## config.mk

```make
export PLATFORM = sky130hd
export DESIGN_NAME = bcu_mul
export DESIGN_NICKNAME = d
export VERILOG_FILES = /design/src/sv/bcu_pkg.sv /design/src/sv/bcu_mul.sv
export SDC_FILE = /design/constraint.sdc
export NUM_CORES = 2
export LEC_CHECK = 0
export BUFFER_PORTS_ARGS = -buffer_cell sky130_fd_sc_hd__buf_2
export CORE_MARGIN = 4
export CORE_UTILIZATION = 55
export DETAILED_ROUTE_END_ITERATION = 8
export PLACE_DENSITY = 0.75
export SYNTH_ARGS = -nofsm -noshare
export SYNTH_HDL_FRONTEND = slang
export SYNTH_SLANG_ARGS = --single-unit
```

## constraint.sdc

```tcl
create_clock -name clk_i -period 2.7 [get_ports clk_i]
set_input_delay 0.27 -clock clk_i [delete_from_list [all_inputs] [get_ports clk_i]]
set_output_delay 0.27 -clock clk_i [all_outputs]
set_load 0.01 [all_outputs]
```

## src/sv/bcu_pkg.sv

```systemverilog
// Package for the barometer compensation unit: constants, register codes and coefficient unpacking.
`timescale 1ns / 1ps
package bcu_pkg;

  localparam int unsigned DataW    = 64;
  localparam int unsigned ScaleW   = 22;
  localparam int unsigned RawW     = 24;
  localparam int unsigned CfgIdxW  = 3;
  localparam int unsigned PresW    = 32;
  localparam int unsigned TempW    = 8;

  localparam logic [ScaleW-1:0] KpReset = 22'd1572864;
  localparam logic [ScaleW-1:0] KtReset = 22'd524288;

  localparam logic [CfgIdxW-1:0] RegCoef0to7   = 3'd0;
  localparam logic [CfgIdxW-1:0] RegCoef8to15  = 3'd1;
  localparam logic [CfgIdxW-1:0] RegCoef16to17 = 3'd2;
  localparam logic [CfgIdxW-1:0] RegPresScale  = 3'd3;
  localparam logic [CfgIdxW-1:0] RegTempScale  = 3'd4;

  typedef struct packed {
    logic signed [11:0] t0;
    logic signed [11:0] t1;
    logic signed [19:0] p00;
    logic signed [19:0] p10;
    logic signed [15:0] p01;
    logic signed [15:0] p11;
    logic signed [15:0] p20;
    logic signed [15:0] p21;
    logic signed [15:0] p30;
  } coef_t;

  // Byte 0 sits in the top byte of the first word.
  function automatic coef_t unpack_coef(input logic [63:0] w0, input logic [63:0] w1,
                                        input logic [15:0] w2);
    coef_t c;
    c.t0  = $signed(w0[63:52]);
    c.t1  = $signed(w0[51:40]);
    c.p00 = $signed(w0[39:20]);
    c.p10 = $signed(w0[19:0]);
    c.p01 = $signed(w1[63:48]);
    c.p11 = $signed(w1[47:32]);
    c.p20 = $signed(w1[31:16]);
    c.p21 = $signed(w1[15:0]);
    c.p30 = $signed(w2);
    return c;
  endfunction

endpackage

```

## src/sv/bcu_mul.sv

```systemverilog
// Two-stage multiplier: low 64 bits of a signed 24-bit value times a 64-bit word.
`timescale 1ns / 1ps
module bcu_mul #(
  parameter int unsigned SideW = 1
) (
  input  logic                     clk_i,
  input  logic                     rst_ni,
  input  logic                     en_i,
  input  logic signed [23:0]       a_i,
  input  logic [bcu_pkg::DataW-1:0] b_i,
  input  logic [SideW-1:0]         side_i,
  output logic [bcu_pkg::DataW-1:0] prod_o,
  output logic [SideW-1:0]         side_o
);

  logic signed [56:0] lo_d, lo_q;
  logic signed [55:0] hi_d;
  logic [31:0]        hi_q;
  logic [bcu_pkg::DataW-1:0] prod_q;
  logic [SideW-1:0]   side1_q, side2_q;

  // Split the word into an unsigned low half and a signed high half.
  assign lo_d = 57'(a_i) * $signed({1'b0, b_i[31:0]});
  assign hi_d = 56'(a_i) * 56'($signed(b_i[63:32]));

  always_ff @(posedge clk_i) begin
    if (en_i) begin
      lo_q   <= lo_d;
      hi_q   <= hi_d[31:0];
      prod_q <= 64'(lo_q) + {hi_q, 32'b0};
    end
  end

  always_ff @(posedge clk_i or negedge rst_ni) begin
    if (!rst_ni) begin
      side1_q <= '0;
      side2_q <= '0;
    end else if (en_i) begin
      side1_q <= side_i;
      side2_q <= side1_q;
    end
  end

  assign prod_o = prod_q;
  assign side_o = side2_q;

endmodule

```

After elaboration in Yosys (flattened, before gate mapping)
Cells that the tools add are included.

storage, ports and cells
  flip-flop bits (word level) = 155
  latch bits = 0
  RAM bits = 0
  bits in read-only memories = 0
  output and inout bits = 65
  logic and storage cells = 8
  memories kept = 0

cells by class
  $add $sub $neg = 1
  multiply operators = 2
  divide/modulo/power cells = 0
  order comparisons = 0
  eq/ne operators = 0
  shift operators = 0
  multiplexer cells = 0
  bitwise gates (word level) = 0
  reductions and logical operators = 0

operator list
  cell            number
  $add 64x64->64  1
  $mul 24x33->57  1
  $mul 24x32->32  1

Depth between registers and ports, before layout
  word-level depth = 1
  mapped depth = 28
  gate-level depth less buffers = 25

Least setup slack after synthesis
No wires, ideal clock.

  path type = input to register
  from = input a_i[5]
  to = register lo_q[50] (data pin)
  data arrival time = 6.733 ns
  slack = -4.293 ns
  cell stages on the path = 28
  buffers on the path = 4
  cells stage by stage = clkbuf_1 -> clkbuf_1 -> buf_1 -> nand2_1 -> fa_1 -> inv_1 -> fa_1 -> inv_1 -> fa_1 -> fa_1 -> inv_1 -> fa_1 -> fa_1 -> inv_1 -> fa_1 -> inv_1 -> ha_1 -> clkbuf_1 -> a21oi_1 -> o21bai_1 -> a211oi_1 -> o22ai_1 -> a21o_1 -> a41o_1 -> a221oi_2 -> o21ai_1 -> a31oi_1 -> xnor2_1

between the ends
  longest elaborated chain between the ends = 1

ends and longest elaborated chain
  element                 line           source
  start: declaration      bcu_mul.sv:9   input logic signed [23:0] a_i,
  $mul 24x33->57          bcu_mul.sv:23  assign lo_d = 57'(a_i) * $signed({1'b0, b_i[31:0]});
  via lo_d[50]            bcu_mul.sv:16  logic signed [56:0] lo_d, lo_q;
  end signal: assignment  bcu_mul.sv:28  lo_q <= lo_d;
  end: declaration        bcu_mul.sv:16

The timed path passes the listed nets, and every way through them passes these cells.
A chain may end at the register's enable or synchronous reset.

Worst setup path after layout
  from = input b_i[6] (netlist bit)
  to = register lo_q[54] (data pin)

between the ends
  longest elaborated chain between the ends = 1

ends and longest elaborated chain
  element             line           source
  start: declaration  bcu_mul.sv:10  input logic [bcu_pkg::DataW-1:0] b_i,
  $mul 24x33->57      bcu_mul.sv:23
  via lo_d[54]        bcu_mul.sv:16

The timed path passes the listed nets, and every way through them passes these cells.

==> flow_summary_export.csv <==
group,metric,value,unit
min_path,hp-class,"input pin to flop",
sta,final_hold_viol_count,0,
yosys,postSynthRegisterBits,155,
global_route,grt_pass1_wl,218,mm
layout,final-seq-area,4640,um^2
sta,rsz_0062_raised_after_global_routing,"yes",
yosys,syn-cell-area,45900,um^2
placement,final_hpwl_from_detailed_placement,104,mm
clocking,cts_buffers,17,
sta,tightestPinTransition,619,ps
critical_path,largest_fanout_of_any_net_on_the_critical_path,16,
floorplanning,core_region_area,82400,um^2
global_route,vias_in_the_first_global_route,39900,
yosys,number_of_flops_mapped_to_enable_cells_by_yosys,153,
sta,slew_viol_final,0,
routing,post_drt_via_cell_ratio,5.64,
floorplanning,dieArea,88100,um^2
status,failing_checks,"negative setup slack",
floorplanning,start_util,0.557,
critical_path,cp.required,2910,ps
routing,ant_nets,0,
run,cap_violations,0,
layout,drive_gt1_frac,0.275,
global_route,initial_antenna_violation_count,5,
sta,post-route-worst-setup-slack,-3800,ps
yosys,synth.yosys.seq_area_share,0.101,
floorplanning,boundaryPins,157,
clocking,cts_tree,"built",
global_route,grt_residual_overflow,0,
routing,num_vias,37300,
sta,setup_violations,91,
routing,dr.first_iter.drc_count,3231,
layout,nFillCells,5321,
layout,postLayoutCoreUtil,0.716,
critical_path,cp_slowest_cell,"fa_2",
status,outcome,"finished, violations left",
layout,multi_input_comb_area,39100,um^2
clocking,clockRootBuffer,"clkbuf_16",
sta,min_period,6500,ps
sta,final.period_utilization,2.41,
yosys,synth.net_count,6375,
yosys,yosys_most_used_dff,"edfxtp_1",
clocking,htree_num_levels,4,
floorplanning,die_width,297,um
critical_path,crit_path_cells,"buf_6 > buf_4 > nor2b_2 > fa_1 > fa_2 > fa_1 > fa_1 > fa_1 > fa_1 > inv_1 > fa_1 > inv_2 > ha_4 > a21o_1 > o21bai_4 > a31oi_4 > o21ai_2 > a221o_1 > a21oi_2 > o21ai_1 > o21ba_4 > mux2i_1 > nor4b_2",
critical_path,timing.critical_path.from_type,"input pin",
critical_path,worst_path_largest_cell_delay,660,ps
critical_path,crit_type,"input pin to flop",
clocking,clock_latency,470,ps
yosys,post_synth_inst_count,4869,
clocking,number_of_clock_sinks,155,
floorplanning,die_height,297,um
sta,max_slew_margin,0.587,
placement,globalplace.congestion,0.932,
yosys,synthesis.area_per_instance,9.42,um^2
layout,nNetsFinal,7035,
routing,drc_errors,0,
placement,io_buffer_count,156,
yosys,synth-async-reset-ratio,0.0129,
global_route,global_route.usage.total,0.316,
layout,area_growth,28.6,%
sta,fmaxAchievable,154,MHz
clocking,clk_path_buf_depth,2,
global_route,grt_start_max_net_pins,55,
clocking,clk_pin_slew,70,ps
critical_path,worstPathArrival,6710,ps
routing,dr.pass1.iters,9,
routing,post_dr_wirelength_cell,22.8,um
routing,routed_wl,151,mm
critical_path,critical_path_capture_point_type,"flop",
critical_path,most_frequent_cp_cell,"fa_1",
floorplanning,rows,105,
yosys,synthesis.yosys.warnings,0,
sta,final.setup_skew,14.0,ps
yosys,netlist-cell-type-count,65,
area by class of cell:
type,instances,share of cell area
Tap cell,1070,0.0227
Clock inverter,14,0.00297
Sequential cell,155,0.0787
Inverter,1128,0.0718
Multi-Input combinational cell,3336,0.664
Antenna cell,7,0.000297
Clock buffer,17,0.00721
Timing Repair Buffer,891,0.153
worst max-delay path, delay by kind of cell:
family / cells / cell delay, ps
AO/OA/AOI/OAI: 8 / 1480
adder cells (fa/ha/maj): 8 / 3990
buffers and inverters: 4 / 460
multiplexers: 1 / 230
AND/OR/NAND/NOR: 2 / 250
per-layer routing:
layer  global-route usage  share of wire  vias up
li1                     -              -    15700
met1                0.396           0.35    18700
met2                0.507           0.46     2278
met3               0.0850           0.11      695
met4                0.161          0.077        3
met5                    0        0.00045        -
cell usage in the layout (no fill, tap or decap), drive strengths merged, types with 4 or more instances in the layout:
cell and instances:
a211oi 13, a21boi 4, a21o 70, a21oi 87, a221oi 4, a31oi 17
and2 524, and3 12, buf 870, clkbuf 34, diode 7, edfxtp 153
fa 1048, ha 366, inv 1136, nand2 755, nand2b 29, nand3 13
nand4 11, nor2 54, nor2b 30, nor3 16, o211ai 5, o21a 13
o21ai 56, o21bai 11, o31a 4, o41ai 4, xnor2 110, xor2 36
synthesized netlist by cell type, drive strengths merged, types with 6 or more instances:
| cell type | count | area [um^2] |
|---|---|---|
| ha | 366 | 4580 |
| edfxtp | 153 | 4590 |
| nand4 | 11 | 68.8 |
| and2 | 524 | 3280 |
| nand2 | 755 | 2830 |
| xnor2 | 110 | 963 |
| a31oi | 17 | 106 |
| clkbuf | 244 | 916 |
| a21o | 70 | 526 |
| nor2 | 54 | 203 |
| nor2b | 30 | 188 |
| fa | 1048 | 21000 |
| o21bai | 11 | 82.6 |
| nand3 | 13 | 65.1 |
| a211oi | 13 | 103 |
| nand2b | 29 | 181 |
| buf | 6 | 22.5 |
| and3 | 12 | 75.1 |
| o21ai | 56 | 288 |
| nor3 | 16 | 80.1 |
| inv | 1128 | 4230 |
| xor2 | 36 | 315 |
| o21a | 13 | 97.6 |
| a21oi | 87 | 447 |
worst paths after layout:
kind	startpoint	end	slack, ps	cells past startpoint
worst max register to register	lo_q[32]	prod_o[63]	-330	13
min in group asynchronous	rst_ni	side1_q	110	2
worst min-delay path	side_i	side1_q	40	2
worst min register to register	lo_q[30]	prod_o[30]	420	0
max in group asynchronous	rst_ni	side_o	2490	2
worst max-delay path	b_i[6]	lo_q[54]	-3800	23
state kept, by name (all words and copies together), names as in the netlist:
register	count
prod_o	64
side_o	1
hi_q	32
side1_q	1
lo_q	57
logic make-up after synthesis:
logic type / after synthesis / synth area share
fa+ha+maj: 1414 / 0.557
compound gates: 317 / 0.0463
mux: 3 / 0.000709
simple gates: 1456 / 0.154
buf+inv: 1378 / 0.113
xor+xnor: 146 / 0.0279
flops: 155 / 0.101
through the flow:
| step | cell area [um^2] | hold WS, ps | std cells | TNS (ps) | worst slack (ps) |
|---|---|---|---|---|---|
| 4_1_cts | 56000 | 22.5 | 6528 | -223590 | -3580 |
| 2_1_floorplan | 47700 | -25.6 | 4869 | -219020 | -3800 |
| 5_1_grt | 59000 | 36.3 | 6615 | -243030 | -3870 |
| 3_5_place_dp | 52900 | 56.4 | 6407 | -289530 | -4400 |
| 6_report | 59000 | 38.2 | 6618 | -234050 | -3800 |
| 3_3_place_gp | 52900 | 54.6 | 6407 | -281250 | -4280 |
repair_timing:
| action | CTS | global route |
|---|---|---|
| hold buffers | 1 | 0 |
| hold endpoints to repair | 2 | 0 |
| cloned | 21 | 15 |
| buffers inserted | 71 | 99 |
| endpoints found under the setup margin | 102 | 97 |
| pin swaps | 135 | 311 |
| resized for setup | 319 | 524 |
Power is not shown: default switching activity piles up to over one toggle a cycle in this logic, so the estimate is an artifact.
